===== config.mk =====
export PLATFORM = sky130hd
export DESIGN_NAME = fbc_front
export DESIGN_NICKNAME = d
export VERILOG_FILES = /design/src/design/fbc_pkg.sv /design/src/design/fbc_front.sv
export SDC_FILE = /design/constraint.sdc
export NUM_CORES = 1
export LEC_CHECK = 0
export ABC_CLOCK_PERIOD_IN_PS = 6000
export BUFFER_PORTS_ARGS = -buffer_cell sky130_fd_sc_hd__buf_2
export CORE_UTILIZATION = 55
export DETAILED_ROUTE_END_ITERATION = 8
export GPL_ROUTABILITY_DRIVEN = 1
export MAX_ROUTING_LAYER = met4
export PLACE_DENSITY = 0.91
export SYNTH_ARGS = -nofsm -noshare
export SYNTH_HDL_FRONTEND = slang
export SYNTH_SLANG_ARGS = --single-unit

===== constraint.sdc =====
create_clock -name vclk -period 6
set_clock_uncertainty 0.2 [all_clocks]
set_input_delay 0.3 -clock vclk [all_inputs]
set_output_delay 0.3 -clock vclk [all_outputs]
set_load 0.01 [all_outputs]

===== src/design/fbc_pkg.sv =====
// Shared types and constants for the filled-circle framebuffer.
// Used by every module of the block except fbc_queue; depends on nothing.
`default_nettype none

package fbc_pkg;

  localparam int ACTION_W    = 2;
  localparam int POS_W       = 9;
  localparam int RADIUS_W    = 7;
  localparam int COLS_W      = 8;
  localparam int ROWS_W      = 6;
  localparam int CFG_INDEX_W = 1;
  localparam int CFG_DATA_W  = 8;

  // Signed width for centre +/- radius and for area limits up to 1024.
  localparam int COORD_W = 12;
  // Offsets inside the bounding square never exceed the radius.
  localparam int DELTA_W = RADIUS_W + 1;
  localparam int RSQ_W   = 2 * RADIUS_W;

  localparam int DEF_MAX_COLUMNS = 128;
  localparam int DEF_MAX_ROWS    = 32;

  localparam int CMD_Q_DEPTH = 2;
  localparam int RES_Q_DEPTH = 2;

  localparam logic [COLS_W-1:0] RESET_ACTIVE_COLUMNS = COLS_W'(100);
  localparam logic [ROWS_W-1:0] RESET_ACTIVE_ROWS    = ROWS_W'(30);

  localparam logic [CFG_INDEX_W-1:0] CFG_ACTIVE_COLUMNS = CFG_INDEX_W'(0);
  localparam logic [CFG_INDEX_W-1:0] CFG_ACTIVE_ROWS    = CFG_INDEX_W'(1);

  typedef enum logic [ACTION_W-1:0] {
    ACT_CLEAR = 2'd0,
    ACT_DRAW  = 2'd1,
    ACT_READ  = 2'd2,
    ACT_NONE  = 2'd3
  } action_t;

  typedef enum logic [2:0] {
    ST_INIT,
    ST_IDLE,
    ST_CLEAR,
    ST_DRAW,
    ST_READ,
    ST_DONE
  } state_t;

  typedef struct packed {
    logic    cell_value;
    action_t done_action;
  } result_t;

endpackage

`default_nettype wire


===== src/design/fbc_front.sv =====
// Front part: classifies each request and clips its cell range to the active area.
// Depends on fbc_pkg; feeds the command queue read by fbc_back.
`default_nettype none

module fbc_front #(
  parameter int MAX_COLUMNS = fbc_pkg::DEF_MAX_COLUMNS,
  parameter int MAX_ROWS    = fbc_pkg::DEF_MAX_ROWS,
  parameter int CMD_W       = 64
) (
  input  wire logic [fbc_pkg::ACTION_W-1:0] action,
  input  wire logic [fbc_pkg::POS_W-1:0]    pos_x,
  input  wire logic [fbc_pkg::POS_W-1:0]    pos_y,
  input  wire logic [fbc_pkg::RADIUS_W-1:0] radius,
  input  wire logic [fbc_pkg::COLS_W-1:0]   active_columns,
  input  wire logic [fbc_pkg::ROWS_W-1:0]   active_rows,
  output logic      [CMD_W-1:0]             cmd
);

  localparam int CW    = (MAX_COLUMNS > 1) ? $clog2(MAX_COLUMNS) : 1;
  localparam int RW    = (MAX_ROWS > 1) ? $clog2(MAX_ROWS) : 1;
  localparam int DEPTH = MAX_COLUMNS * MAX_ROWS;
  localparam int AW    = (DEPTH > 1) ? $clog2(DEPTH) : 1;
  localparam int XW    = fbc_pkg::COORD_W;

  fbc_pkg::action_t         act;
  logic signed [XW-1:0]     xe, ye, re;
  logic signed [XW-1:0]     lim_c, lim_r;
  logic signed [XW-1:0]     c_lo, c_hi, r_lo, r_hi;
  logic                     empty;
  logic [CW-1:0]            col_lo, col_hi;
  logic [RW-1:0]            row_lo, row_hi;
  logic [AW-1:0]            base;
  logic [fbc_pkg::RSQ_W-1:0] rsq;

  assign act = fbc_pkg::action_t'(action);
  assign xe  = XW'($signed(pos_x));
  assign ye  = XW'($signed(pos_y));
  assign re  = $signed(XW'(radius));

  assign lim_c = XW'(((XW'(active_columns) > XW'(MAX_COLUMNS)) ? $signed(XW'(MAX_COLUMNS))
                                                              : $signed(XW'(active_columns))) - 1);
  assign lim_r = XW'(((XW'(active_rows) > XW'(MAX_ROWS)) ? $signed(XW'(MAX_ROWS))
                                                        : $signed(XW'(active_rows))) - 1);

  always_comb begin
    if (act == fbc_pkg::ACT_DRAW) begin
      c_lo = (xe - re < 0) ? '0 : xe - re;
      c_hi = (xe + re > lim_c) ? lim_c : xe + re;
      r_lo = (ye - re < 0) ? '0 : ye - re;
      r_hi = (ye + re > lim_r) ? lim_r : ye + re;
    end else begin
      c_lo = xe;
      c_hi = xe;
      r_lo = ye;
      r_hi = ye;
    end
  end

  assign empty = (c_lo < 0) || (c_hi > lim_c) || (c_lo > c_hi) ||
                 (r_lo < 0) || (r_hi > lim_r) || (r_lo > r_hi);

  assign col_lo = c_lo[CW-1:0];
  assign col_hi = c_hi[CW-1:0];
  assign row_lo = r_lo[RW-1:0];
  assign row_hi = r_hi[RW-1:0];
  assign base   = AW'(32'(row_lo) * MAX_COLUMNS);
  assign rsq    = fbc_pkg::RSQ_W'(radius) * fbc_pkg::RSQ_W'(radius);

  assign cmd = {action, empty, col_lo, col_hi, row_lo, row_hi, base, xe, ye, rsq};

endmodule

`default_nettype wire


## After elaboration in Yosys (flattened, before gate mapping)

Cells that the tools add are included.

- Register bits after elaboration: 0
- Latch bits: 0
- RAM bits: 0
- Bits in read-only memories: 0
- Word-level logic and storage cells: 21
- Memories: 0

- Add/sub/neg operators: 6
- Multiply operators: 1
- Divide/modulo/power cells: 0
- $lt $le $gt $ge: 5
- Eq/ne operators: 1
- Shift operators: 0
- Muxes and demuxes: 8
- Bitwise logic cells: 0
- Reductions and logical operators: 0

Operators with widths:

| operator | count |
|---|---|
| 9-bit by 8-bit adder with 10-bit output | 2 |
| 5-bit two-way mux | 4 |
| 7-bit by 7-bit multiplier with 14-bit output | 1 |
| 10-bit by 7-bit greater-than comparator with 1-bit output | 1 |
| 10-bit by 9-bit greater-than comparator with 1-bit output | 1 |
| 10-bit by 1-bit < comparator with 1-bit output, second input constant | 1 |
| 9-bit by 8-bit subtractor with 10-bit output | 1 |
| 8-bit by 1-bit subtractor with 9-bit output, second input constant | 1 |
| 8-bit greater-than comparator, second input constant | 1 |
| 4-bit two-way mux | 2 |
| 8-bit two-way mux | 1 |
| 6-bit by 1-bit subtractor with 7-bit output, second input constant | 1 |
| 6-bit greater-than comparator, second input constant | 1 |
| 6-bit two-way mux | 1 |
| 5-bit subtractor | 1 |
| 2-bit by 1-bit equality test with 1-bit output, second input constant | 1 |

## Logic depth before layout (Yosys ltp)

Gate-level depths: netlist of run 1.

- Word-level depth: 6
- Mapped depth: 17
- Depth with buffers taken out: 16

## Least setup slack after synthesis of run 1

OpenSTA, ideal clock, no wires.

- Kind: input-to-output
- Start point: input radius[0] (netlist bit)
- End point: output cmd[12]
- Arrival: 4.448 ns
- Required time: 5.500 ns
- Slack: 1.052 ns
- Cell stages on the path: 15
- Path buffers: 1
- Cell sequence: clkbuf_1 -> nand2_1 -> fa_1 -> fa_1 -> inv_1 -> fa_1 -> inv_1 -> fa_1 -> inv_1 -> ha_1 -> nand3_1 -> o211a_1 -> o21ai_0 -> or4b_2 -> o2111ai_1

- Longest elaborated chain between the ends: 1

RTL lines:

| element | line | source |
|---|---|---|
| start: declaration | fbc_front.sv:13 | `input wire logic [fbc_pkg::RADIUS_W-1:0] radius,` |
| 7-bit by 7-bit multiplier with 14-bit output | fbc_front.sv:67 | `assign rsq = fbc_pkg::RSQ_W'(radius) * fbc_pkg::RSQ_W'(radius);` |
| end: declaration | fbc_front.sv:16 | `output logic [CMD_W-1:0] cmd` |

Every way passes these cells.

## Worst setup path in the final report of run 1

Same ends and word-level chain as after synthesis.

==> impl_metrics.tcl, run 1 <==
set metrics [dict create \
    status "finished clean" \
    first_iter_violations 144 \
    finalPower_mw 0.570 \
    period_share 0.884 \
    ant_nets 0 \
    crit_path_end_kind "output pin" \
    dp_slack_ns 0.733 \
    die_y_microns 80.8 \
    synthTopCellsByArea "ha_1 24%, fa_1 11%, buf_4 8.4%" \
    p_leak_nw 1.94 \
    core_area_sq_um 5960 \
    place_area_sq_um 3700 \
    wl_per_cell_microns 12.9 \
    yosysWarnings 0 \
    crit_start "radius[0]" \
    min_path_cells 2 \
    vias_per_cell 5.60 \
    grt_max_degree 18 \
    design.portCount 105 \
    grt-ovfl-total 0 \
    period_minus_slack_ns 5.30 \
    seqCellArea_sq_um 0 \
    synthCells 470 \
    rows 28 \
    max_freq_mhz 189 \
    slew_viol_final 0 \
    seq_cells 0 \
    start_util 0.573 \
    ir_worst_vdd_mv 0.196 \
    crit_path_end "cmd[12]" \
    setup-tns-final_ns 0 \
    drc 0 \
    syn_avg_cell_area_sq_um 7.26 \
    synth_top_area_frac 0.238 \
    port_buffers 97 \
    worst_pin_slew_ns 0.858 \
    clockBufferCount 0 \
    drive_above_1_share 0.197 \
    synth_area_sq_um 3410 \
    die_w_microns 80.8 \
    synth_cell_types 55 \
    yosysSeqAreaShare 0 \
    antenna_cells 0 \
    track_usage 0.247 \
    layout.nets 655 \
    min_path_type "in -> out" \
    cp_max_fo 15 \
    die_area_sq_um 6520 \
    multiInputGateArea_sq_um 2890 \
    grt_pass1_wl_mm 12.8 \
    rsz0062_at_grt "false" \
    postCtsSetupBuffers 0 \
    dp.final_hpwl_mm 6.83 \
    fin_ws_ns 0.699 \
    path_class "in -> out" \
    area_growth_pct 8.47 \
    layout_commonest_cell "buf_2" \
    whs_ns 0.619 \
    cts-resized-gates 0 \
    setup_viol 0 \
    cp_data_arrival_time_ns 4.80 \
    critPathRequiredTime_ns 5.50 \
    first_global_vias 3154 \
    maxCapViolCount 0 \
    hold_viol_final 0 \
    final_area_sq_um 3700 \
    firstDrtPassIters 4 \
    fillers 551 \
    num_vias 3376 \
    final_cell_mix "97 x buf_2, 65 x ha_1, 62 x inv_1" \
    slew_headroom 0.426 \
    gp_congestion 0.883 \
    synth_top_area_cell "ha_1" \
    postRouteWirelength_mm 7.80 \
    power.density_nw_per_um2 154 \
    cts_hold_buf 0 \
    antenna_found_initial 0 \
    worstSetupStartpointType "input port" \
]
==> kinds of logic after synthesis <==
logic type | after synthesis | synth area share
multiplexers | 3 | 0.00880
AO/OA/AOI/OAI | 98 | 0.188
buffers and inverters | 108 | 0.161
AND/OR/NAND/NOR | 145 | 0.212
XOR/XNOR | 31 | 0.0795
adder cells (fa/ha/maj) | 84 | 0.350
other | 1 | 0.00110
==> cell type report <==
cell class	instances	area share
inverter	62	0.0629
multi-input combinational	369	0.781
tap	75	0.0253
timing repair buffer	97	0.131
==> synthesized netlist by cell type, drive strengths merged, types with 2 or more instances <==
master   instances
ha              65
inv             62
nand2           45
buf             39
nor2            27
a21oi           26
o21ai           23
xnor2           23
fa              19
nor3            13
nor2b           10
xor2             8
and2             7
clkbuf           7
or3              7
nand2b           6
nand3            6
nand4            6
a211oi           5
a31oi            5
and3             5
o211ai           5
o21a             5
o31ai            5
a21boi           4
mux2i            3
nand3b           3
a21o             2
a221oi           2
nor4             2
o2111ai          2
or2              2
or4              2
==> how the worst min path moves through the flow <==
| stage | startpoint | end | slack (ns) |
|---|---|---|---|
| after CTS | pos_x[4] | cmd[30] | 0.62 |
| after global placement | pos_x[0] | cmd[26] | 0.62 |
| final | pos_x[0] | cmd[26] | 0.62 |
| after global routing | pos_x[4] | cmd[30] | 0.63 |
| after detailed placement | pos_x[0] | cmd[26] | 0.62 |
| after floorplan | radius[0] | cmd[0] | 0.49 |
==> per-layer routing <==
layer	GRT usage	part of all wire
met1	0.284	0.43
met2	0.464	0.51
met3	0.0146	0.048
met4	0.0643	0.015
met5	-	0
==> per-stage QoR <==
step / utilization / instances
2_1_floorplan: - / 477
3_3_place_gp: 0.622 / 603
3_5_place_dp: 0.622 / 603
4_1_cts: 0.622 / 603
5_1_grt: 0.622 / 603
6_report: 0.622 / 603
==> power by group <==
part	leakage [nW]	switching (mW)	total (mW)	internal [mW]
combinational	1.94	0.323	0.570	0.247
clock	0	0	0	0
sequential	0	0	0	0
total	1.94	0.323	0.570	0.247
==> worst max-delay path, cell delays in order <==
cell and delay, ns:
buf_2 0.24, nand2_1 0.17, fa_1 0.54, fa_1 0.55, inv_1 0.05, fa_1 0.54
inv_1 0.06, fa_1 0.54, inv_1 0.04, ha_1 0.35, nand3_1 0.12, o211a_1 0.20
o21ai_0 0.16, or4b_2 0.65, o2111ai_1 0.12, buf_2 0.16
Power figures use the tool's default switching activity.
==> run 2: changes to the inputs <==
ABC_AREA = 1   (was not set)
ABC_CLOCK_PERIOD_IN_PS = not set   (was 6000)
CORE_MARGIN = 10   (was not set)
CORE_UTILIZATION = 56   (was 55)
==> impl_metrics.tcl, run 2 <==
set metrics [dict create \
    max_freq_mhz 214 \
    slew_viol_final 0 \
    synth_area_sq_um 3690 \
    crit_path_end_kind "output pin" \
    status "finished clean" \
    p_leak_nw 2.45 \
    synthTopCellsByArea "ha_1 22%, nand2_1 14%, inv_1 11%" \
    layout.nets 764 \
    port_buffers 97 \
    seqCellArea_sq_um 0 \
    cp_max_fo 12 \
    clockBufferCount 0 \
    synth_most_common_cell "nand2_1" \
    design.portCount 105 \
    die_w_microns 101 \
    layout_commonest_cell "nand2_1" \
    track_usage 0.176 \
    core_area_sq_um 6390 \
    postRouteWirelength_mm 9.22 \
    path_class "in -> out" \
    drive_above_1_share 0.193 \
    gp_congestion 0.944 \
    setup-tns-final_ns 0 \
    ir_worst_vdd_mv 0.203 \
    final_util 0.618 \
    swShare 0.610 \
    yosysSeqAreaShare 0 \
    cts_hold_buf 0 \
    power.density_nw_per_um2 163 \
    wl_per_cell_microns 12.9 \
    fin_ws_ns 1.33 \
    hold_viol_final 0 \
    setup_viol 0 \
    maxCapViolCount 0 \
    whs_ns 0.618 \
    postCtsSetupBuffers 0 \
    dp_slack_ns 1.32 \
    num_vias 3697 \
    worst_pin_slew_ns 0.710 \
    grt_pass1_wl_mm 15.6 \
    rows 29 \
    ant_nets 0 \
    synth_top_area_frac 0.220 \
    synthCells 583 \
    clkPwrFrac 0 \
    period_minus_slack_ns 4.67 \
    final_cell_mix "138 x nand2_1, 113 x inv_1, 97 x buf_2" \
    min_path_type "in -> out" \
    dp.final_hpwl_mm 8.29 \
    start_util 0.578 \
    period_share 0.779 \
    die_area_sq_um 10200 \
    cp_data_arrival_time_ns 4.17 \
    seq_cells 0 \
    syn_avg_cell_area_sq_um 6.33 \
    worstSetupStartpointType "input port" \
    antenna_found_initial 0 \
    synth_cell_types 40 \
    grt_max_degree 14 \
    first_global_vias 3665 \
    critPathRequiredTime_ns 5.50 \
    yosysWarnings 0 \
    grt-ovfl-total 0 \
    ys_top_cells_by_count "138 x nand2_1, 113 x inv_1, 65 x ha_1" \
    area_growth_pct 6.99 \
    p_comb_frac 1.000 \
    p_seq_frac 0 \
    cts-resized-gates 0 \
    firstDrtPassIters 5 \
    vias_per_cell 5.18 \
    antenna_cells 0 \
    first_iter_violations 132 \
    drc 0 \
    rsz0062_at_grt "false" \
    cellInternalPower_mw 0.251 \
    slew_headroom 0.525 \
    synth_top_area_cell "ha_1" \
    die_y_microns 101 \
    p_sw_mw 0.391 \
]
run 2: critical path, stage by stage:
cell and delay, ns:
buf_2 0.22, nand2_1 0.16, fa_1 0.53, fa_1 0.55
inv_1 0.05, fa_1 0.53, inv_1 0.06, fa_1 0.53
inv_1 0.04, ha_1 0.34, nand2_1 0.10, o21ai_1 0.09
a21oi_1 0.20, nor2_1 0.07, nor2_1 0.11, xnor2_1 0.13
buf_2 0.15
run 2: layout make-up:
| cell class | count | area, sq um |
|---|---|---|
| multi-input combinational | 424 | 2930 |
| fill | 619 | 2440 |
| tap | 77 | 96.3 |
| inverter | 116 | 438 |
| timing repair buffer | 97 | 485 |
run 2: worst paths after layout:
kind,start,endpoint,slack [ns],depth (start not counted)
setup / recovery,radius[0],cmd[10],1.33,17
hold / removal,pos_y[7],cmd[21],0.62,2
run 2: per-stage QoR:
| stage | power, mW | instances | area, sq um |
|---|---|---|---|
| 3_3_place_gp | 0.617 | 714 | 3950 |
| 5_1_grt | 0.731 | 714 | 3950 |
| 6_report | 0.642 | 714 | 3950 |
| 4_1_cts | 0.645 | 714 | 3950 |
| 3_5_place_dp | 0.640 | 714 | 3950 |
| 2_1_floorplan | 0.478 | 590 | 3710 |
run 2: logic make-up (layout without fill, tap and decap cells):
group,Yosys count,count (layout),share of synthesized area
AOI/OAI and AO/OA,60,60,0.0991
xor gates and xnor gates,32,32,0.0760
and+or+nand+nor,239,239,0.284
buffers and inverters,166,213,0.214
other,1,8,0.00102
adders and majority gates,84,84,0.324
muxes,1,1,0.00271
run 2: per-layer routing:
layer  GRT usage  vias to the layer above  wire length (microns)
met5           -                        -                      0
met2       0.322                      123                   4560
met1       0.199                     1671                   3740
li1            -                     1889                      -
met4      0.0204                        0                     82
met3      0.0306                       14                    839
run 2: power groups by stage:
stage	Combinational, mW	Sequential [mW]	Clock [mW]
6_report	0.642	0	0
5_1_grt	0.731	0	0
4_1_cts	0.645	0	0
3_5_place_dp	0.640	0	0
3_3_place_gp	0.617	0	0
2_1_floorplan	0.478	0	0
