**src/design/fbc_pkg.sv**
```systemverilog
// Shared types and constants for the filled-circle framebuffer.
// Used by every module of the block except fbc_queue; depends on nothing.
`default_nettype none

package fbc_pkg;

  localparam int ACTION_W    = 2;
  localparam int POS_W       = 9;
  localparam int RADIUS_W    = 7;
  localparam int COLS_W      = 8;
  localparam int ROWS_W      = 6;
  localparam int CFG_INDEX_W = 1;
  localparam int CFG_DATA_W  = 8;

  // Signed width for centre +/- radius and for area limits up to 1024.
  localparam int COORD_W = 12;
  // Offsets inside the bounding square never exceed the radius.
  localparam int DELTA_W = RADIUS_W + 1;
  localparam int RSQ_W   = 2 * RADIUS_W;

  localparam int DEF_MAX_COLUMNS = 128;
  localparam int DEF_MAX_ROWS    = 32;

  localparam int CMD_Q_DEPTH = 2;
  localparam int RES_Q_DEPTH = 2;

  localparam logic [COLS_W-1:0] RESET_ACTIVE_COLUMNS = COLS_W'(100);
  localparam logic [ROWS_W-1:0] RESET_ACTIVE_ROWS    = ROWS_W'(30);

  localparam logic [CFG_INDEX_W-1:0] CFG_ACTIVE_COLUMNS = CFG_INDEX_W'(0);
  localparam logic [CFG_INDEX_W-1:0] CFG_ACTIVE_ROWS    = CFG_INDEX_W'(1);

  typedef enum logic [ACTION_W-1:0] {
    ACT_CLEAR = 2'd0,
    ACT_DRAW  = 2'd1,
    ACT_READ  = 2'd2,
    ACT_NONE  = 2'd3
  } action_t;

  typedef enum logic [2:0] {
    ST_INIT,
    ST_IDLE,
    ST_CLEAR,
    ST_DRAW,
    ST_READ,
    ST_DONE
  } state_t;

  typedef struct packed {
    logic    cell_value;
    action_t done_action;
  } result_t;

endpackage

`default_nettype wire

```
**src/design/fbc_back.sv**
```systemverilog
// Back part: owns the cell memory and carries out clear, draw and read one cell per cycle.
// Depends on fbc_pkg; takes commands laid out by fbc_front and pushes result_t items.
`default_nettype none

module fbc_back #(
  parameter int MAX_COLUMNS = fbc_pkg::DEF_MAX_COLUMNS,
  parameter int MAX_ROWS    = fbc_pkg::DEF_MAX_ROWS,
  parameter int CMD_W       = 64
) (
  input  wire logic             clk,
  input  wire logic             rst_n,
  input  wire logic             cmd_empty,
  input  wire logic [CMD_W-1:0] cmd_data,
  output logic                  cmd_pop,
  input  wire logic             res_full,
  output logic                  res_push,
  output fbc_pkg::result_t      res_data,
  output logic                  init_busy
);

  localparam int CW    = (MAX_COLUMNS > 1) ? $clog2(MAX_COLUMNS) : 1;
  localparam int RW    = (MAX_ROWS > 1) ? $clog2(MAX_ROWS) : 1;
  localparam int DEPTH = MAX_COLUMNS * MAX_ROWS;
  localparam int AW    = (DEPTH > 1) ? $clog2(DEPTH) : 1;
  localparam int XW    = fbc_pkg::COORD_W;
  localparam int DW    = fbc_pkg::DELTA_W;
  localparam int SQ_W  = 2 * DW;

  logic [fbc_pkg::ACTION_W-1:0] c_act_bits;
  fbc_pkg::action_t             c_act;
  logic                         c_empty;
  logic [CW-1:0]                c_col_lo, c_col_hi;
  logic [RW-1:0]                c_row_lo, c_row_hi;
  logic [AW-1:0]                c_base;
  logic signed [XW-1:0]         c_cx, c_cy;
  logic [fbc_pkg::RSQ_W-1:0]    c_rsq;

  assign {c_act_bits, c_empty, c_col_lo, c_col_hi, c_row_lo, c_row_hi,
          c_base, c_cx, c_cy, c_rsq} = cmd_data;
  assign c_act = fbc_pkg::action_t'(c_act_bits);

  fbc_pkg::state_t           state_r, state_nxt;
  fbc_pkg::action_t          act_r;
  logic [AW-1:0]             addr_r, base_r;
  logic [CW-1:0]             col_r, col_lo_r, col_hi_r;
  logic [RW-1:0]             row_r, row_hi_r;
  logic signed [XW-1:0]      cx_r, cy_r;
  logic [fbc_pkg::RSQ_W-1:0] rsq_r;
  logic                      cell_r;

  logic mem [DEPTH];
  logic          mem_we, mem_wd, rd_en, rd_data_r;
  logic [AW-1:0] mem_wa, rd_addr;

  logic signed [XW-1:0]   dx_full, dy_full;
  logic signed [DW-1:0]   dx, dy;
  logic signed [SQ_W-1:0] dx_sq, dy_sq;
  logic [SQ_W:0]          dist_sq;
  logic                   in_disc;
  logic                   sweep_last, draw_last;

  assign dx_full = $signed(XW'(col_r)) - cx_r;
  assign dy_full = $signed(XW'(row_r)) - cy_r;
  assign dx      = dx_full[DW-1:0];
  assign dy      = dy_full[DW-1:0];
  assign dx_sq   = dx * dx;
  assign dy_sq   = dy * dy;
  assign dist_sq = {1'b0, $unsigned(dx_sq)} + {1'b0, $unsigned(dy_sq)};
  assign in_disc = (dist_sq <= (SQ_W+1)'(rsq_r));

  assign sweep_last = (addr_r == AW'(DEPTH - 1));
  assign draw_last  = (col_r == col_hi_r) && (row_r == row_hi_r);

  always_comb begin
    state_nxt = state_r;
    case (state_r)
      fbc_pkg::ST_INIT: begin
        if (sweep_last) state_nxt = fbc_pkg::ST_IDLE;
      end
      fbc_pkg::ST_IDLE: begin
        if (!cmd_empty) begin
          case (c_act)
            fbc_pkg::ACT_CLEAR: state_nxt = fbc_pkg::ST_CLEAR;
            fbc_pkg::ACT_DRAW:  state_nxt = c_empty ? fbc_pkg::ST_DONE : fbc_pkg::ST_DRAW;
            fbc_pkg::ACT_READ:  state_nxt = c_empty ? fbc_pkg::ST_DONE : fbc_pkg::ST_READ;
            default:            state_nxt = fbc_pkg::ST_DONE;
          endcase
        end
      end
      fbc_pkg::ST_CLEAR: begin
        if (sweep_last) state_nxt = fbc_pkg::ST_DONE;
      end
      fbc_pkg::ST_DRAW: begin
        if (draw_last) state_nxt = fbc_pkg::ST_DONE;
      end
      fbc_pkg::ST_READ: state_nxt = fbc_pkg::ST_DONE;
      fbc_pkg::ST_DONE: begin
        if (!res_full) state_nxt = fbc_pkg::ST_IDLE;
      end
      default: state_nxt = fbc_pkg::ST_IDLE;
    endcase
  end

  always_comb begin
    mem_we    = 1'b0;
    mem_wd    = 1'b0;
    mem_wa    = addr_r;
    rd_en     = 1'b0;
    rd_addr   = c_base + AW'(c_col_lo);
    cmd_pop   = 1'b0;
    res_push  = 1'b0;
    init_busy = 1'b0;
    case (state_r)
      fbc_pkg::ST_INIT: begin
        mem_we    = 1'b1;
        init_busy = 1'b1;
      end
      fbc_pkg::ST_IDLE: begin
        cmd_pop = !cmd_empty;
        rd_en   = !cmd_empty && (c_act == fbc_pkg::ACT_READ) && !c_empty;
      end
      fbc_pkg::ST_CLEAR: mem_we = 1'b1;
      fbc_pkg::ST_DRAW: begin
        mem_we = in_disc;
        mem_wd = 1'b1;
        mem_wa = base_r + AW'(col_r);
      end
      fbc_pkg::ST_DONE: res_push = !res_full;
      default: ;
    endcase
  end

  assign res_data.cell_value  = cell_r;
  assign res_data.done_action = act_r;

  always_ff @(posedge clk) begin
    if (!rst_n) begin
      state_r <= fbc_pkg::ST_INIT;
      addr_r  <= '0;
    end else begin
      state_r <= state_nxt;
      if ((state_r == fbc_pkg::ST_INIT) || (state_r == fbc_pkg::ST_CLEAR)) begin
        addr_r <= sweep_last ? '0 : addr_r + 1'b1;
      end
    end
  end

  always_ff @(posedge clk) begin
    case (state_r)
      fbc_pkg::ST_IDLE: begin
        if (!cmd_empty) begin
          act_r    <= c_act;
          col_r    <= c_col_lo;
          col_lo_r <= c_col_lo;
          col_hi_r <= c_col_hi;
          row_r    <= c_row_lo;
          row_hi_r <= c_row_hi;
          base_r   <= c_base;
          cx_r     <= c_cx;
          cy_r     <= c_cy;
          rsq_r    <= c_rsq;
          cell_r   <= 1'b0;
        end
      end
      fbc_pkg::ST_DRAW: begin
        if (col_r == col_hi_r) begin
          col_r  <= col_lo_r;
          row_r  <= row_r + 1'b1;
          base_r <= base_r + AW'(MAX_COLUMNS);
        end else begin
          col_r <= col_r + 1'b1;
        end
      end
      fbc_pkg::ST_READ: cell_r <= rd_data_r;
      default: ;
    endcase
  end

  always_ff @(posedge clk) begin
    if (mem_we) begin
      mem[mem_wa] <= mem_wd;
    end
  end

  always_ff @(posedge clk) begin
    if (rd_en) begin
      rd_data_r <= mem[rd_addr];
    end
  end

endmodule

`default_nettype wire

```
**config.mk**
```make
export PLATFORM = sky130hd
export DESIGN_NAME = fbc_back
export DESIGN_NICKNAME = d
export VERILOG_FILES = /design/src/design/fbc_pkg.sv /design/src/design/fbc_back.sv
export SDC_FILE = /design/constraint.sdc
export NUM_CORES = 1
export LEC_CHECK = 0
export BUFFER_PORTS_ARGS = -buffer_cell sky130_fd_sc_hd__buf_2
export CAP_MARGIN = 30
export CORE_UTILIZATION = 40
export CTS_CLUSTER_DIAMETER = 120
export CTS_CLUSTER_SIZE = 16
export DETAILED_ROUTE_END_ITERATION = 8
export GPL_TIMING_DRIVEN = 1
export PLACE_DENSITY = 0.73
export SYNTH_ARGS = -nofsm -noshare
export SYNTH_HDL_FRONTEND = slang
export SYNTH_SLANG_ARGS = --single-unit
```
**constraint.sdc**
```tcl
create_clock -name clk -period 2.6 [get_ports clk]
set_input_delay 0.26 -clock clk [delete_from_list [all_inputs] [get_ports clk]]
set_output_delay 0.26 -clock clk [all_outputs]
set_load 0.005 [all_outputs]
```
Word level (Yosys, flattened, before mapping)

Index checks and enable logic that the tools add are counted.

Register bits after elaboration: 37
Logic and storage cells: 55
Bits in writable memories: 0
Bits in read-only memories: 0
Latch bits: 0
Input bits: 68
Memories: 0
Output and inout bits: 6

Div/mod/pow operators: 0
Bitwise operators: 1
Muxes and demuxes: 18
Add/subtract/negate cells: 3
Equality and inequality tests: 14
Shifts and indexed selects: 0
Multipliers: 0
Reductions and logical operators: 12
Magnitude comparators: 0

Operator list:

| kind                                                                   | number |
|---|---|
| 3-bit case mux with 6 select lines                                     | 1 |
| 3-bit 2-to-1 mux                                                       | 5 |
| 7-bit 2-to-1 mux                                                       | 2 |
| 7-bit case mux with 2 select lines                                     | 1 |
| 12-bit by 1-bit adder with 12-bit output (second input constant)       | 1 |
| 12-bit equality test (second input constant)                           | 1 |
| 12-bit 2-to-1 mux                                                      | 1 |
| 2-bit inequality test (second input constant)                          | 6 |
| 5-bit 2-to-1 mux                                                       | 2 |
| 5-bit case mux with 2 select lines                                     | 1 |
| 7-bit by 1-bit adder with 7-bit output (second input constant)         | 1 |
| 7-bit by 4-bit equality test with 1-bit output                         | 1 |
| 3-bit by 2-bit equality test with 1-bit output (second input constant) | 2 |
| 3-bit equality test (second input constant)                            | 2 |
| 2-bit AND reduction                                                    | 3 |
| 5-bit by 1-bit adder with 5-bit output (second input constant)         | 1 |
| 5-bit equality test                                                    | 1 |
| 1-bit 2-to-1 mux                                                       | 5 |
| 5-bit AND reduction                                                    | 1 |
| 2-bit nonzero test                                                     | 2 |
| 3-bit by 1-bit equality test with 1-bit output (second input constant) | 1 |
| 3-bit logical NOT                                                      | 1 |
| 3-bit AND reduction                                                    | 1 |
| 1-bit logical NOT                                                      | 2 |
| 3 further kinds                                                        | 3 |

Longest topological paths before layout

Word-level depth: 4
Mapped depth: 6
Mapped depth without buffers: 6

Worst setup path after synthesis

OpenSTA, ideal clock, no wires.

Kind: reg-to-reg
From: register state_r[2]
To: register row_r[0], enable pin
Required time: 2.226 ns
Path buffers: 1
Path slack: 0.824 ns
Stages on the path, launching flop included: 5
Arrival: 1.402 ns
Library setup time: 0.374 ns
Period minus slack after synthesis: 1.776 ns
Cells stage by stage: dfxtp_1 nand2b_1 or2_2 clkbuf_1 o21ai_0

Longest elaborated chain between the ends: 3
Elaborated cells between the ends (all ways): 6
Those cells by class: eq/ne: 4; reduce/logical: 2

Ends and longest elaborated chain:

| element                                                                                                          | RTL line        | source |
|---|---|---|
| start: declaration                                                                                               | fbc_back.sv:42  | `fbc_pkg::state_t state_r, state_nxt;` |
| start signal: assignment                                                                                         | fbc_back.sv:138 | `state_r <= fbc_pkg::ST_INIT;` |
| start signal: assignment                                                                                         | fbc_back.sv:141 | `state_r <= state_nxt;` |
| 3-bit by 2-bit equality test with 1-bit output or 3-bit by 1-bit equality test with 1-bit output (tied branches) | fbc_back.sv:149 | `case (state_r)` |
| 2-bit inequality test (no source line) or 2-bit nonzero test (tied branches)                                     | --              |  |
| 3-bit AND reduction (no source line) (*)                                                                         | --              |  |
| end signal: assignment                                                                                           | fbc_back.sv:156 | `row_r <= c_row_lo;` |
| end signal: assignment                                                                                           | fbc_back.sv:168 | `row_r <= row_r + 1'b1;` |
| end: declaration                                                                                                 | fbc_back.sv:46  | `logic [RW-1:0] row_r, row_hi_r;` |

Every way passes the cells marked *; elsewhere a longest branch is shown, timed or not.
A chain may end at the register's enable or synchronous reset.

Worst setup path after layout

From: register state_r[2]
To: output port cmd_pop

Longest elaborated chain between the ends: 2

Ends and longest elaborated chain:

| element                                        | RTL line        | source |
|---|---|---|
| 3-bit by 1-bit equality test with 1-bit output | fbc_back.sv:113 | `case (state_r)` |
| 1-bit 2-to-1 mux                               | fbc_back.sv:113 |  |
| end: declaration                               | fbc_back.sv:14  | `output logic cmd_pop,` |

Every way passes these cells.

==> flow_summary.ini <==
[outcome]
status = finished clean

[route]
num_vias = 1175
wl_per_cell_um = 11.7
drt.antenna.violating_nets = 0
remaining_drc_errors = 0
drtIter0Drc = 35
wl_um = 2780
viasPerCell = 4.96
dr.pass1.iters = 4

[global_routing]
grt_overflow = 0
grt_pass1_wl_um = 4640
grt_pass1_vias = 1079
antenna_found_initial = 0
grt_max_degree = 14
grt.total_usage_pct = 14.1

[worst_hold_path]
min_from = cmd_data[63]
hold_class = input port to flop

[sta]
rsz0062_at_grt = no
finalClockSkew_ns = 0.00977
fin_crit_sh_pct = 77.4
hold_viol = 0
slew_violations = 0
fin_ws_ns = 0.586
worst_slew_pin_slew_ns = 0.748
slew_headroom_pct = 49.7
setup_violations = 0
max_freq_mhz = 497
tns_ns = 0
min_period_ns = 2.01

[placement]
place.gp.congestion = 0.802
post-dp-hpwl_um = 2070
io_buffers = 20
placed_cell_area_sq_um = 1850
pre_cts_slack_ns = 0.645

[setup_path]
critical_path_class = flop to primary output
crit_path_start_kind = flop
r2r-start = col_r[0]
startpoint = state_r[2]
endpoint_kind = primary output
cp_max_fo = 11
cp.arrival_ns = 1.75
critical_path_required_ns = 2.34

[power]
p_leak_nw = 0.701
power.density_nw_per_um2 = 528
irDropWorstVdd_uv = 309
totalPowerFinal_mw = 1.02

[clocking]
cts_buffer_depth = 2
post-cts-setup-buffers = 0
htreeDepth = 2
cts_buffers = 5
cts_hold_buf = 0
cts_tree = done
cts_resized = 0
clk_pin_slew_worst_paths_ns = 0.08
clk_latency_ns = 0.29
cts-root-buf = clkbuf_8
clock_sinks = 36

[synth]
yosysWarningCount = 0
yosysTopAreaCellShare_pct = 37.0
synthTopCellsByCount = edfxtp_1 (21), nand2_1 (17), dfxtp_1 (15), nor2_1 (15)
synth.distinct_cells = 31
yosysTopAreaCell = edfxtp_1
synth_area_sq_um = 1700
yosysSeqAreaShare_pct = 54.7
avgSynthCellArea_sq_um = 10.5
yosys_register_bits = 36
ys_top_cells_by_area = edfxtp_1 (37%), dfxtp_1 (18%), xnor2_1 (6.7%), xor2_1 (6.2%), o21ai_0 (3.8%)
postSynthCellCount = 162
ys_async_sr_fraction_pct = 0
yosysMostFrequentCell = edfxtp_1
synth_edf_count = 21
yosys_most_used_dff = edfxtp_1

[finish]
syn_to_final_growth_pct = 13.6
drive_gt1_share_pct = 17.6
finalNetCount = 257
antenna_cells = 0
final_cell_area_sq_um = 1930
fillers = 393

[job]
drv_cap = 0

[floorplanning]
dieArea_sq_um = 4520
core_sq_um = 4060
die_y_um = 67.2
initial_utilization_pct = 42.0
rows = 23
pin_count = 74
die_w_um = 67.2
routing by layer:
metal  GRT usage, %  routed length [um]  vias up
li1               -                   -      610
met5              0                   0        -
met4           7.98                  74        0
met2           22.5                1300       17
met3           4.22                  72        7
met1           16.8                1320      541
final timing paths:
check,slack [ns],depth (start not counted),to
worst max-delay path,0.59,4,cmd_pop
worst min-delay path,0.14,1,col_hi_r[3]
worst max register to register,0.65,5,state_r[1]
worst min register to register,0.51,2,addr_r[8]
cell type report:
type	count	area, sq um	area share, %
clock buffers	5	68.8	3.56
clock inverters	3	18.8	0.970
inverters	3	11.3	0.582
multi-input cells	119	734	38.0
flip-flops and latches	36	931	48.1
well taps	50	62.6	3.23
repair buffers	21	108	5.56
cell usage in the layout, fill, tap and decap left out, drive strengths merged, types with 2 or more instances in the layout:
cell type,instances
or3,3
o21ai,13
buf,21
nand3,9
clkinv,3
inv,3
and3,5
xor2,12
ha,3
dfxtp,15
nor4,2
a21boi,2
clkbuf,5
nand4,5
and2,5
nand2,17
nand2b,3
conb,3
edfxtp,21
nor2,15
xnor2,13
worst max-delay path, stage by stage, from the launching register on:
cell and delay [ns]:
dfxtp_1 0.36, nand2b_1 0.18, or3_1 0.38, inv_1 0.35
buf_2 0.19
flip-flops by register name, indices dropped and copies added, names as in the netlist:
name / cells
addr_r: 12
col_hi_r: 4
col_r: 7
row_hi_r: 5
row_r: 5
state_r: 3
per-stage QoR:
step | cells | hold WS [ns] | utilization [%]
after detailed placement | 229 | 0.438 | 45.5
after global routing | 237 | 0.130 | 47.7
after floorplan | 164 | 0.359 | -
after CTS | 237 | 0.133 | 47.7
after global placement | 229 | 0.437 | 45.5
final | 237 | 0.142 | 47.7
cell families (layout without fill, tap and decap cells):
logic type	Yosys count	in the layout	share of synthesized area, %
AO/OA/AOI/OAI	18	18	6.17
XOR/XNOR	25	25	12.9
adder cells (fa/ha/maj)	3	3	2.20
buffers and inverters	9	32	2.64
flip-flops	36	36	54.7
other	1	3	0.220
AND/OR/NAND/NOR	70	70	21.2
power by group:
| part | internal [mW] | switching (mW) |
|---|---|---|
| logic | 0.0168 | 0.0136 |
| registers | 0.604 | 0.00315 |
| clock network | 0.186 | 0.197 |
Note: power is estimated with default switching activity, not from simulation.
