## src/design/fbc_queue.sv

```systemverilog
// Small synchronous FIFO built from flip-flops.
// Used between the front and back parts and for the results; no package use.
`default_nettype none

module fbc_queue #(
  parameter int WIDTH = 8,
  parameter int DEPTH = 2
) (
  input  wire logic             clk,
  input  wire logic             rst_n,
  input  wire logic             push,
  input  wire logic [WIDTH-1:0] wr_data,
  output logic                  full,
  input  wire logic             pop,
  output logic      [WIDTH-1:0] rd_data,
  output logic                  empty
);

  localparam int PW = (DEPTH > 1) ? $clog2(DEPTH) : 1;

  logic [WIDTH-1:0] store_r [DEPTH];
  logic [PW-1:0]    wr_ptr_r, wr_ptr_nxt;
  logic [PW-1:0]    rd_ptr_r, rd_ptr_nxt;
  logic [PW:0]      count_r, count_nxt;
  logic             do_push, do_pop;

  assign full    = (count_r == (PW+1)'(DEPTH));
  assign empty   = (count_r == '0);
  assign do_push = push && !full;
  assign do_pop  = pop && !empty;
  assign rd_data = store_r[rd_ptr_r];

  always_comb begin
    wr_ptr_nxt = wr_ptr_r;
    rd_ptr_nxt = rd_ptr_r;
    count_nxt  = count_r;
    if (do_push) begin
      wr_ptr_nxt = (wr_ptr_r == PW'(DEPTH - 1)) ? '0 : wr_ptr_r + 1'b1;
    end
    if (do_pop) begin
      rd_ptr_nxt = (rd_ptr_r == PW'(DEPTH - 1)) ? '0 : rd_ptr_r + 1'b1;
    end
    if (do_push && !do_pop) begin
      count_nxt = count_r + 1'b1;
    end else if (do_pop && !do_push) begin
      count_nxt = count_r - 1'b1;
    end
  end

  always_ff @(posedge clk) begin
    if (!rst_n) begin
      wr_ptr_r <= '0;
      rd_ptr_r <= '0;
      count_r  <= '0;
    end else begin
      wr_ptr_r <= wr_ptr_nxt;
      rd_ptr_r <= rd_ptr_nxt;
      count_r  <= count_nxt;
    end
  end

  always_ff @(posedge clk) begin
    if (do_push) begin
      store_r[wr_ptr_r] <= wr_data;
    end
  end

endmodule

`default_nettype wire

```

## config.mk

```make
export PLATFORM = sky130hd
export DESIGN_NAME = fbc_queue
export DESIGN_NICKNAME = d
export VERILOG_FILES = /design/src/design/fbc_queue.sv
export SDC_FILE = /design/constraint.sdc
export NUM_CORES = 1
export LEC_CHECK = 0
export BUFFER_PORTS_ARGS = -buffer_cell sky130_fd_sc_hd__buf_2
export CORE_MARGIN = 2
export CORE_UTILIZATION = 52
export CTS_CLUSTER_DIAMETER = 60
export DETAILED_ROUTE_END_ITERATION = 10
export GPL_ROUTABILITY_DRIVEN = 0
export HOLD_SLACK_MARGIN = 0.02
export PLACE_DENSITY = 0.83
export SETUP_SLACK_MARGIN = 0.4
export SLEW_MARGIN = 30
export SYNTH_ARGS = -nofsm -noshare
export SYNTH_HDL_FRONTEND = slang
export SYNTH_SLANG_ARGS = --single-unit
```

## constraint.sdc

```tcl
create_clock -name clk -period 4.3 [get_ports clk]
set_clock_uncertainty 0.2 [all_clocks]
set_input_delay 0.43 -clock clk [delete_from_list [all_inputs] [get_ports clk]]
set_output_delay 0.43 -clock clk [all_outputs]
set_load 0.01 [all_outputs]
```

# --- Yosys cells after proc, flatten, opt, wreduce, memory -nomap -nowiden ---
# Memory sizes are Yosys's and may differ from the RTL's. A register that Yosys moved wholly into a read port is not among the register bits.
# Cells that the tools add are included.
word_totals:
  register_bits: 4
  ram_bits: 16
  in_bits: 12
  elab_cells: 27
  memories: 1
mem_list:
  columns: ["name", "depth", "word_bits", "read_ports", "rd_clocked_by_memory_dff", "write_ports", "line", "text"]
  rows:
  - ["store_r", 2, 8, 1, 1, 1, "21", "logic [WIDTH-1:0] store_r [DEPTH];"]
op_classes:
  n_addsub: 4
  eq_ne: 1
  mux: 8
  n_reduce_logical: 10
ops:
  columns: ["op", "count"]
  rows:
  - ["$mux 1", 6]
  - ["$logic_and 1x1->1", 4]
  - ["$logic_not 1->1", 4]
  - ["$mux 2", 2]
  - ["$add 1x1->1 const B", 2]
  - ["$add 2x1->2 const B", 1]
  - ["$eq 2x2->1 const B", 1]
  - ["$logic_not 2->1", 1]
  - ["$reduce_bool 2->1", 1]
  - ["$sub 2x1->2 const B", 1]

# --- Depth between registers and ports, before layout ---
# Gate-level depths: netlist of run 1.
logic_depth:
  ltp_word: 7
  depth_mapped: 7
  depth_no_buf: 7

# --- Worst setup path after synthesis of run 1 ---
# Ideal clock, no wire load.
synth_timing:
  kind: "register to register"
  startpoint: "register count_r[0]"
  endpoint: "register count_r[1]"
  t_arrival_ns: 1.401
  t_required_ns: 4.030
  path_slack_ns: 2.629
  stages_incl_launch_ff: 7
  path_buffers: 0
  synth_period_minus_slack_ns: 1.671
  path_cell_list: "dfxtp_1 -> nand2b_1 -> inv_2 -> nor2_1 -> ha_1 -> or3_1 -> a21boi_1"
synth_between:
  elab_chain_len: 6
  elab_cells_between_ends: 15
synth_rtl:
  columns: ["element", "line", "text"]
  rows:
  - ["start: declaration", "24", "logic [PW:0] count_r, count_nxt;"]
  - ["start signal: assignment", "58", "count_r <= count_nxt;"]
  - ["$eq 2x2->1 (*)", "27", "assign full = (count_r == (PW+1)'(DEPTH));"]
  - ["named net full", "13", "output logic full,"]
  - ["$logic_not 1->1 (*)", "29", "assign do_push = push && !full;"]
  - ["$logic_and 1x1->1 (*)", "29", null]
  - ["$logic_not 1->1", "45", "end else if (do_pop && !do_push) begin"]
  - ["$logic_and 1x1->1", "45", null]
  - ["$reduce_bool 2->1 (no source line)", null, null]
# The timed path passes the listed nets; every way through them passes the cells marked *. The select of a mux whose other input is x is not followed.
# A chain may end at the register's enable or synchronous reset.

==> flow_summary.toml, run 1 <==
[power]
power_frac_comb_pct = 30.9
finalPower_mw = 0.544
p_per_area_nw_per_um2 = 569
internal-power_mw = 0.383
clkPwrFrac_pct = 16.5
power_switching_mw = 0.161
p_seq_share_pct = 52.6
power.switching_fraction_pct = 29.6
pleak_nw = 0.379
power.ir.vdd_worst_uv = 305

[synth]
netlist-cell-type-count = 20
synth_seq_area_share_pct = 71.7
synth_xor_area_share_pct = 3.25
synth_top_area_share_pct = 59.4
synth_area_per_cell_um2 = 16.2
synth-edff-count = 16
compound_cell_area_share_of_the_yosys_netlist_pct = 4.02
synth.most_common_cell = "sky130_fd_sc_hd__edfxtp_1"
synth-seq-cells = 21
synth_top_family_by_area = "multiplexers"
post_syn_instances = 50
post_synth_fa_ha_maj_area_fraction_pct = 1.55
yosys.area_share.simple_pct = 6.80
netlist.top_cell.by_area = "sky130_fd_sc_hd__edfxtp_1"
synth.area.top_cells = "sky130_fd_sc_hd__edfxtp_1 (59%), sky130_fd_sc_hd__dfxtp_1 (12%), sky130_fd_sc_hd__mux2_2 (11%)"
asyncSetResetFlopFracSynth_pct = 0
netlist_area_before_placement_um2 = 810
synth.net_count = 63
synth_commonest_cells = "sky130_fd_sc_hd__edfxtp_1 (16), sky130_fd_sc_hd__mux2_2 (8), sky130_fd_sc_hd__dfxtp_1 (5)"
synthesis.yosys.warnings = 0
synth_ff_type = "sky130_fd_sc_hd__edfxtp_1"
synth_mux_area_share_pct = 11.1

[timing]
rsz0062_at_grt = "no"
finalHoldWorstSlack_ns = 0.120
worstMarginPinSlew_ns = 0.725
slew_headroom_pct = 51.4
post-route-period-util_pct = 46.2
report.final.slew_viol_count = 0
finalWorstPathRequiredPeriod_ns = 1.98
setup_viol_count_final = 0
final_tns_setup_ns = 0
timing_hold_violations_final = 0
peak_freq_ghz = 0.504

[clocking]
cts_tree = "done"
clock_tree.root_cell = "sky130_fd_sc_hd__clkbuf_4"
clock_path_buffers = 2
cts-buffers-inserted = 3
clock_insertion_delay_worst_skew_ns = 0.29
htreeDepth = 1
clock_sinks = 21
cts_setup_buffers = 0
post_cts_resize_count = 0
clkTransAtPathRegs_ns = 0.11
cts-hold-fix-buffers = 0

[floorplanning]
die_w_um = 43.5
placementRows = 14
initial_standard_cell_utilization_of_the_core_pct = 54.4
pin_count = 22
core_area_um2 = 1490
die_area_um2 = 1890
die_h_um = 43.5

[routing]
drt_pass1_iterations = 3
postRouteWirelength_um = 1170
vias = 467
drtIter0Drc = 4
routed_length_per_placed_instance_um = 13.0
drc_errors_left = 0
antenna_violating_nets_post_route = 0
viasPerCell = 5.19

[finish]
areaGrowthSynthToFinish_pct = 18.1
post-route-util_pct = 64.2
share_of_post_route_cells_with_drive_strength_above_1_pct = 45.9
design.final.nets = 88
final_cell_area_um2 = 956
num_antenna_cells = 0

[global_route]
antenna_found_initial = 0
track_usage_pct = 14.0
grt_max_degree = 12
first_global_vias = 439
grt_overflow_total = 0
wire_length_of_the_first_global_routing_pass_um = 1820

[min_path]
worstHoldPathType = "in2reg"

[worst_setup_path]
worstSetupPathType = "reg2out"
r2r-start = "count_r[0]$_SDFFE_PN0P_"
worst-endpoint-required_ns = 3.67
setup.worst_path.end = "rd_data[3]"
worstPathMaxFanout = 8
reg2reg_setup_slack_ns = 2.50
critical_path.endpoint_type = "output pin"
critPathArrivalTime_ns = 1.35
ff2ff_path_depth = 6
regToRegEndpoint = "count_r[1]$_SDFFE_PN0P_"
start_kind = "flop"

[placement]
place_area_um2 = 930
place_hpwl_um = 874
numPortBuffers = 21

[job]
max_cap_viol_count = 0

[status]
outcome = "complete, no violations"
-- layout by cell type, fill, tap and decap left out, types with 2 or more instances in the layout --
cell,n
sky130_fd_sc_hd__and2_1,3
sky130_fd_sc_hd__edfxtp_1,16
sky130_fd_sc_hd__mux2_2,8
sky130_fd_sc_hd__nor2_1,2
sky130_fd_sc_hd__clkbuf_4,3
sky130_fd_sc_hd__xnor2_1,2
sky130_fd_sc_hd__dfxtp_1,5
sky130_fd_sc_hd__buf_2,21
-- flip-flops by register name (all words and copies together) (netlist names), named ones only --
signal and cells:
store_r 16, count_r 2, rd_ptr_r 1, wr_ptr_r 1
-- stage by stage --
stage | instances | setup WS (ns)
finish | 90 | 2.32
floorplan | 50 | 2.63
global placement | 86 | 2.54
global route | 90 | 2.22
CTS | 90 | 2.29
detailed placement | 86 | 2.50
-- logic make-up after synthesis --
kind of cell | after synthesis
AOI/OAI and AO/OA | 5
and+or+nand+nor | 9
DFF | 21
buffers and inverters | 3
xor gates and xnor gates | 3
muxes | 8
adders and majority gates | 1
-- power by group through the flow --
stage                     sequential (mW)  clock, mW  combinational, mW
after floorplan                     0.277          0              0.128
after global placement              0.289          0              0.164
after detailed placement            0.291          0              0.170
after CTS                           0.287     0.0945              0.171
after global routing                0.292      0.100              0.185
final                               0.286     0.0898              0.168
-- area by class of cell --
type                            count  area (um2)
Clock buffer                        4        26.3
Fill cell                         103         533
Inverter                            2        7.51
Multi-Input combinational cell     26         216
Sequential cell                    21         581
Tap cell                           16        20.0
Timing Repair Buffer               21         105
-- routing by layer --
metal	wire [um]	global-route usage (%)	vias up	share of wire, %
met1	489	17.0	221	42
met4	19	8.48	0	1.6
met5	0	0	-	0
li1	-	-	227	-
met3	75	5.42	4	6.4
met2	585	21.2	15	50
-- worst min path at each step --
stage	startpoint	to	slack (ns)	depth (start not counted)
5_1_grt	wr_data[0]	store_r[0][0]$_DFFE_PP_	0.1	1
6_report	wr_data[3]	store_r[0][3]$_DFFE_PP_	0.12	1
3_5_place_dp	count_r[1]$_SDFFE_PN0P_	count_r[1]$_SDFFE_PN0P_	0.33	2
3_3_place_gp	count_r[1]$_SDFFE_PN0P_	count_r[1]$_SDFFE_PN0P_	0.31	2
4_1_cts	wr_data[1]	store_r[1][1]$_DFFE_PP_	0.11	1
2_1_floorplan	count_r[1]$_SDFFE_PN0P_	count_r[1]$_SDFFE_PN0P_	0.28	2
-- critical path, stage by stage (launching register included) --
cell and delay (ns):
sky130_fd_sc_hd__dfxtp_1 0.54, sky130_fd_sc_hd__mux2_2 0.38, sky130_fd_sc_hd__buf_2 0.14
No activity file was read; power rests on OpenSTA's default activity.
==> run 2, diff against run 1 <==
--- a/config.mk
+++ b/config.mk
@@ -5,14 +5,15 @@
 export SDC_FILE = /design/constraint.sdc
 export NUM_CORES = 1
 export LEC_CHECK = 0
+export ABC_AREA = 1
 export BUFFER_PORTS_ARGS = -buffer_cell sky130_fd_sc_hd__buf_2
 export CORE_MARGIN = 2
-export CORE_UTILIZATION = 52
+export CORE_UTILIZATION = 49
 export CTS_CLUSTER_DIAMETER = 60
 export DETAILED_ROUTE_END_ITERATION = 10
 export GPL_ROUTABILITY_DRIVEN = 0
 export HOLD_SLACK_MARGIN = 0.02
-export PLACE_DENSITY = 0.83
+export PLACE_DENSITY = 0.79
 export SETUP_SLACK_MARGIN = 0.4
 export SLEW_MARGIN = 30
 export SYNTH_ARGS = -nofsm -noshare
==> constraint.sdc (replaced) <==
create_clock -name clk -period 1.9 [get_ports clk]
set_clock_uncertainty 0.2 [all_clocks]
set_input_delay 0.19 -clock clk [delete_from_list [all_inputs] [get_ports clk]]
set_output_delay 0.19 -clock clk [all_outputs]
set_load 0.01 [all_outputs]
==> run 2 against run 1 <==
Effect of this change:
- combinational power grew to 3.9 times the previous value
- global-route usage is 5.3 points higher
- cell area is 30% higher
- register-to-register slack worse by 2.1 ns
- setup slack worse by 2.0 ns
- highest routed layer unchanged
==> flow_summary.toml, run 2 <==
[status]
outcome = "complete, no violations"

[synth]
synth_area_per_cell_um2 = 13.1
netlist.top_cell.by_area = "sky130_fd_sc_hd__edfxtp_1"
synth_top_area_share_pct = 58.4
asyncSetResetFlopFracSynth_pct = 0
netlist_area_before_placement_um2 = 823
synth-seq-cells = 21
synth.most_common_cell = "sky130_fd_sc_hd__edfxtp_1"
synth.area.top_cells = "sky130_fd_sc_hd__edfxtp_1 (58%), sky130_fd_sc_hd__dfxtp_1 (12%), sky130_fd_sc_hd__mux2_2 (11%)"
synth_ff_type = "sky130_fd_sc_hd__edfxtp_1"
synth_seq_area_share_pct = 70.5
post_syn_instances = 63
synth_commonest_cells = "sky130_fd_sc_hd__edfxtp_1 (16), sky130_fd_sc_hd__nor2_1 (10), sky130_fd_sc_hd__inv_1 (8), sky130_fd_sc_hd__mux2_2 (8), sky130_fd_sc_hd__nand2_1 (6)"
synth.net_count = 76
netlist-cell-type-count = 15
synth-edff-count = 16
synthesis.yosys.warnings = 0

[routing]
routed_length_per_placed_instance_um = 14.3
drtIter0Drc = 9
vias = 591
viasPerCell = 5.05
postRouteWirelength_um = 1670
drc_errors_left = 0
drt_pass1_iterations = 4
antenna_violating_nets_post_route = 0

[timing]
finalWorstPathRequiredPeriod_ns = 1.59
rsz0062_at_grt = "yes"
post-route-period-util_pct = 83.5
timing_hold_violations_final = 0
finalHoldWorstSlack_ns = 0.0801
worstMarginPinSlew_ns = 0.437
slew_headroom_pct = 70.8
final_tns_setup_ns = 0
peak_freq_ghz = 0.631
report.final.slew_viol_count = 0
setup_viol_count_final = 0

[clocking]
clock_tree.root_cell = "sky130_fd_sc_hd__clkbuf_4"
htreeDepth = 1
clock_sinks = 21
clkTransAtPathRegs_ns = 0.11
cts-buffers-inserted = 3
clock_insertion_delay_worst_skew_ns = 0.30
cts_tree = "done"
clock_path_buffers = 2

[worst_setup_path]
worst-endpoint-required_ns = 1.51
critPathArrivalTime_ns = 1.20
reg2reg_setup_slack_ns = 0.37
worstPathMaxFanout = 8
cp_slowest_stage_delay_ns = 0.45
slowest_stage = "sky130_fd_sc_hd__dfxtp_4"
start_kind = "flop"
critical_path.endpoint_type = "output pin"
crit_path_cell_trace = "mux2_4 -> buf_6"
worstSetupPathType = "reg2out"

[finish]
top_library_cells_by_usage_in_the_layout_fill_and_taps_aside = "sky130_fd_sc_hd__edfxtp_1 (16), sky130_fd_sc_hd__buf_2 (13), sky130_fd_sc_hd__buf_6 (10)"
post-route-util_pct = 80.8
fill_cell_instance_count_of_the_final_layout = 91
largest_registers_in_the_final_layout = "store_r (16), count_r (2)"
areaGrowthSynthToFinish_pct = 51.4
regMostFlops = "store_r"
largest_register_ffs = 16
num_antenna_cells = 0
share_of_post_route_cells_with_drive_strength_above_1_pct = 53.5
design.final.nets = 115
mostFrequentLayoutCell = "sky130_fd_sc_hd__edfxtp_1"

[min_path]
worstHoldPathType = "in2reg"

[global_route]
track_usage_pct = 19.3
antenna_found_initial = 0
grt_max_degree = 12
wire_length_of_the_first_global_routing_pass_um = 2570
first_global_vias = 590
grt_overflow_total = 0

[power]
p_per_area_nw_per_um2 = 1250
power.ir.vdd_worst_uv = 947
pleak_nw = 0.523
finalPower_mw = 1.55

[job]
max_cap_viol_count = 0

[floorplanning]
die_h_um = 45.0
die_area_um2 = 2020
core_area_um2 = 1540
initial_standard_cell_utilization_of_the_core_pct = 53.4
pin_count = 22
placementRows = 14
die_w_um = 45.0

[placement]
numPortBuffers = 21
place_hpwl_um = 1070
run 2: cell count changes after synthesis, moves of 2 or more:
cell,change
sky130_fd_sc_hd__nor2_1,+8
sky130_fd_sc_hd__nand2_1,+6
sky130_fd_sc_hd__and2_1,-3
sky130_fd_sc_hd__xnor2_1,-2
sky130_fd_sc_hd__inv_1,+7
run 2: where the power goes:
group,switching (mW),internal [mW]
Clock,0.130,0.0819
Combinational,0.299,0.364
Sequential,0.0791,0.599
run 2: final timing paths:
path,startpoint,endpoint,cells after the start
setup reg to reg,count_r[0]$_SDFFE_PN0P_,store_r[1][2]$_DFFE_PP_,3
setup / recovery,flop,rd_data[3],2
hold reg to reg,rd_ptr_r$_SDFFE_PN0P_,rd_ptr_r$_SDFFE_PN0P_,2
hold / removal,pop,rd_ptr_r$_SDFFE_PN0P_,5
run 2: cells by family after synthesis:
logic type | Yosys count | synth area share (%)
AOI/OAI and AO/OA | 4 | 2.89
DFF | 21 | 70.5
adders and majority gates | 1 | 1.52
muxes | 8 | 10.9
and+or+nand+nor | 19 | 9.42
buffers and inverters | 10 | 4.71
run 2: final cells by class:
type	instances	area (um2)	share of cell area [%]
inverter	9	38.8	3.11
timing repair buffer	35	290	23.3
tap	16	20.0	1.61
multi-input combinational	32	282	22.6
sequential	21	589	47.3
clock buffer	4	26.3	2.11
run 2: per-layer routing:
metal | vias to the layer above | GRT usage, % | share of wire, %
li1 | 291 | - | -
met1 | 273 | 18.9 | 39
met3 | 6 | 6.00 | 4.9
met4 | 0 | 8.82 | 2.5
met5 | - | 0 | 0
met2 | 21 | 36.3 | 53
run 2: per-stage QoR:
stage	std cells	area (um2)	setup slack (ns)
global placement	99	945	0.341
finish	117	1250	0.314
CTS	115	1200	0.252
detailed placement	99	945	0.260
global route	117	1250	0.273
floorplan	63	825	0.430
run 2: worst max-delay path, delay by kind of cell, from the launching register on:
kind     cells  cell delay [ns]
flops        1             0.45
mux          1             0.32
buf+inv      1             0.12
run 2: what timing repair did:
action	in CTS	in global routing
setup buffers	3	2
pin swaps	7	6
resized for setup	29	10
endpoints found under the setup margin	26	19
endpoints found under the hold margin	21	0
hold buffers	9	0
==> run 3, diff against run 2 <==
--- a/config.mk
+++ b/config.mk
@@ -8,12 +8,12 @@
 export ABC_AREA = 1
 export BUFFER_PORTS_ARGS = -buffer_cell sky130_fd_sc_hd__buf_2
 export CORE_MARGIN = 2
-export CORE_UTILIZATION = 49
+export CORE_UTILIZATION = 44
 export CTS_CLUSTER_DIAMETER = 60
 export DETAILED_ROUTE_END_ITERATION = 10
 export GPL_ROUTABILITY_DRIVEN = 0
 export HOLD_SLACK_MARGIN = 0.02
-export PLACE_DENSITY = 0.79
+export PLACE_DENSITY = 0.75
 export SETUP_SLACK_MARGIN = 0.4
 export SLEW_MARGIN = 30
 export SYNTH_ARGS = -nofsm -noshare
==> constraint.sdc (replaced) <==
create_clock -name clk -period 1.4 [get_ports clk]
set_clock_uncertainty 0.2 [all_clocks]
set_input_delay 0.14 -clock clk [delete_from_list [all_inputs] [get_ports clk]]
set_output_delay 0.14 -clock clk [all_outputs]
set_load 0.01 [all_outputs]
==> run 3 against run 2 <==
Effect of this change:
- largest power group is now combinational logic
- sequential cell count unchanged
- register-to-register slack got worse by 0.43 ns
- utilization shrank 1.1 points
- clock power grew 33%
- first-iteration DRC count down 11%
- clock-buffer cell count unchanged
- the flow now finishes with violations (setup timing)
==> flow_summary.toml, run 3 (synthesis gave the netlist of run 2 again) <==
[min_path]
worstHoldPathType = "in2reg"
hp-start = "push"
hold_path_end = "count_r[0]$_SDFFE_PN0P_"
whs_path_depth = 5

[timing]
timing_hold_violations_final = 0
slew_headroom_pct = 89.3
rsz0062_at_grt = "yes"
finalWorstPathRequiredPeriod_ns = 1.54
report.final.slew_viol_count = 0
post-route-period-util_pct = 110
worstMarginPinSlew_ns = 0.160
final.setup.worst_slack_ns = -0.135
peak_freq_ghz = 0.651
setup_viol_count_final = 9

[routing]
viasPerCell = 4.70
antenna_violating_nets_post_route = 0
postRouteWirelength_um = 1730
drtIter0Drc = 8
drt_pass1_iterations = 3
routed_length_per_placed_instance_um = 13.0
drc_errors_left = 0
vias = 625

[status]
violations = "setup timing"
outcome = "complete, but fails checks"

[worst_setup_path]
reg2reg_setup_slack_ns = -0.06
critical_path.endpoint_type = "output pin"
start_kind = "flop"
critPathArrivalTime_ns = 1.20
worst-endpoint-required_ns = 1.06
worstSetupPathType = "reg2out"
r2r-start = "count_r[0]$_SDFFE_PN0P_"
worstPathMaxFanout = 8
ff2ff_path_depth = 8
regToRegEndpoint = "count_r[1]$_SDFFE_PN0P_"

[global_route]
grt_max_degree = 12
track_usage_pct = 18.0
grt_overflow_total = 0
first_global_vias = 644
wire_length_of_the_first_global_routing_pass_um = 2640
antenna_found_initial = 0

[placement]
pre_cts_ws_ns = -0.0506
numPortBuffers = 21
place_hpwl_um = 1030

[clocking]
cts-buffers-inserted = 3
clock_insertion_delay_worst_skew_ns = 0.30
clock_path_buffers = 2
clkTransAtPathRegs_ns = 0.11
htreeDepth = 1
clock_sinks = 21
cts_tree = "done"
clock_tree.root_cell = "sky130_fd_sc_hd__clkbuf_4"

[finish]
top_library_cells_by_usage_in_the_layout_fill_and_taps_aside = "sky130_fd_sc_hd__buf_6 (19), sky130_fd_sc_hd__edfxtp_1 (16), sky130_fd_sc_hd__buf_2 (11)"
num_antenna_cells = 0
regMostFlops = "store_r"
mostFrequentLayoutCell = "sky130_fd_sc_hd__buf_6"
largest_registers_in_the_final_layout = "store_r (16), count_r (2)"
areaGrowthSynthToFinish_pct = 69.1
share_of_post_route_cells_with_drive_strength_above_1_pct = 62.0
design.final.nets = 122
largest_register_ffs = 16

[power]
power.ir.vdd_worst_uv = 1510
p_per_area_nw_per_um2 = 1700
finalPower_mw = 2.37
power.switching_fraction_pct = 32.3
power_switching_mw = 0.765
p_seq_share_pct = 39.9
clkPwrFrac_pct = 11.8
pleak_nw = 0.577
power_frac_comb_pct = 48.3
internal-power_mw = 1.61

[floorplanning]
placementRows = 15
die_h_um = 47.3
die_area_um2 = 2230
die_w_um = 47.3
initial_standard_cell_utilization_of_the_core_pct = 47.2
core_area_um2 = 1750
pin_count = 22

[job]
max_cap_viol_count = 0
## run 3: changes by cell type in the layout (fill, tap and decap cells not counted), sizes merged
cell	previous run	this run
buf	26	33
## run 3: worst max-delay path by stage
stage	end	from
CTS	rd_data[3]	flop
detailed placement	count_r[1]$_SDFFE_PN0P_	count_r[1]$_SDFFE_PN0P_
global route	rd_data[7]	flop
finish	rd_data[6]	flop
floorplan	store_r[1][0]$_DFFE_PP_	count_r[1]$_SDFFE_PN0P_
global placement	count_r[1]$_SDFFE_PN0P_	count_r[0]$_SDFFE_PN0P_
## run 3: what timing repair did
action,in CTS,in global routing
setup endpoints to repair,31,31
pin swaps,11,5
buffers inserted,4,4
hold endpoints to repair,21,0
hold buffers,9,0
resized for setup,31,13
## run 3: layout make-up
cell class / instances / area [um2]
flip-flops and latches: 21 / 593
repair buffers: 42 / 382
fillers: 100 / 353
multi-input cells: 32 / 322
inverters: 9 / 38.8
well taps: 25 / 31.3
clock buffers: 4 / 26.3
## run 3: per-layer routing
layer | routed length (um) | vias up | part of all wire, % | global-route usage, %
li1 | - | 305 | - | -
met1 | 646 | 303 | 37 | 17.7
met2 | 1010 | 15 | 58 | 35.1
met3 | 54 | 2 | 3.1 | 3.46
met4 | 18 | 0 | 1.0 | 8.33
met5 | 0 | - | 0 | 0
## run 3: power groups by stage
stage          Combinational (mW)  Sequential [mW]  Clock [mW]
2_1_floorplan               0.485            0.867           0
3_3_place_gp                0.623            0.910           0
3_5_place_dp                0.654            0.913           0
4_1_cts                     0.946            0.933       0.287
5_1_grt                      1.23            0.960       0.312
6_report                     1.14            0.946       0.280
## run 3: per-stage QoR
step	util (%)	TNS [ns]	instances	area, um2	hold WS, ns
6_report	79.8	-1.12	133	1390	0.116
5_1_grt	79.8	-1.60	133	1390	0.124
4_1_cts	75.3	-1.20	129	1320	0.0257
3_5_place_dp	59.5	-0.0506	112	1040	0.133
3_3_place_gp	59.5	0	112	1040	0.129
2_1_floorplan	-	0	63	883	0.0389
## run 3: worst max-delay path, cell delays in order, from the launching register on
cell and delay, ns:
sky130_fd_sc_hd__dfxtp_4 0.45, sky130_fd_sc_hd__mux2_4 0.32, sky130_fd_sc_hd__buf_6 0.12
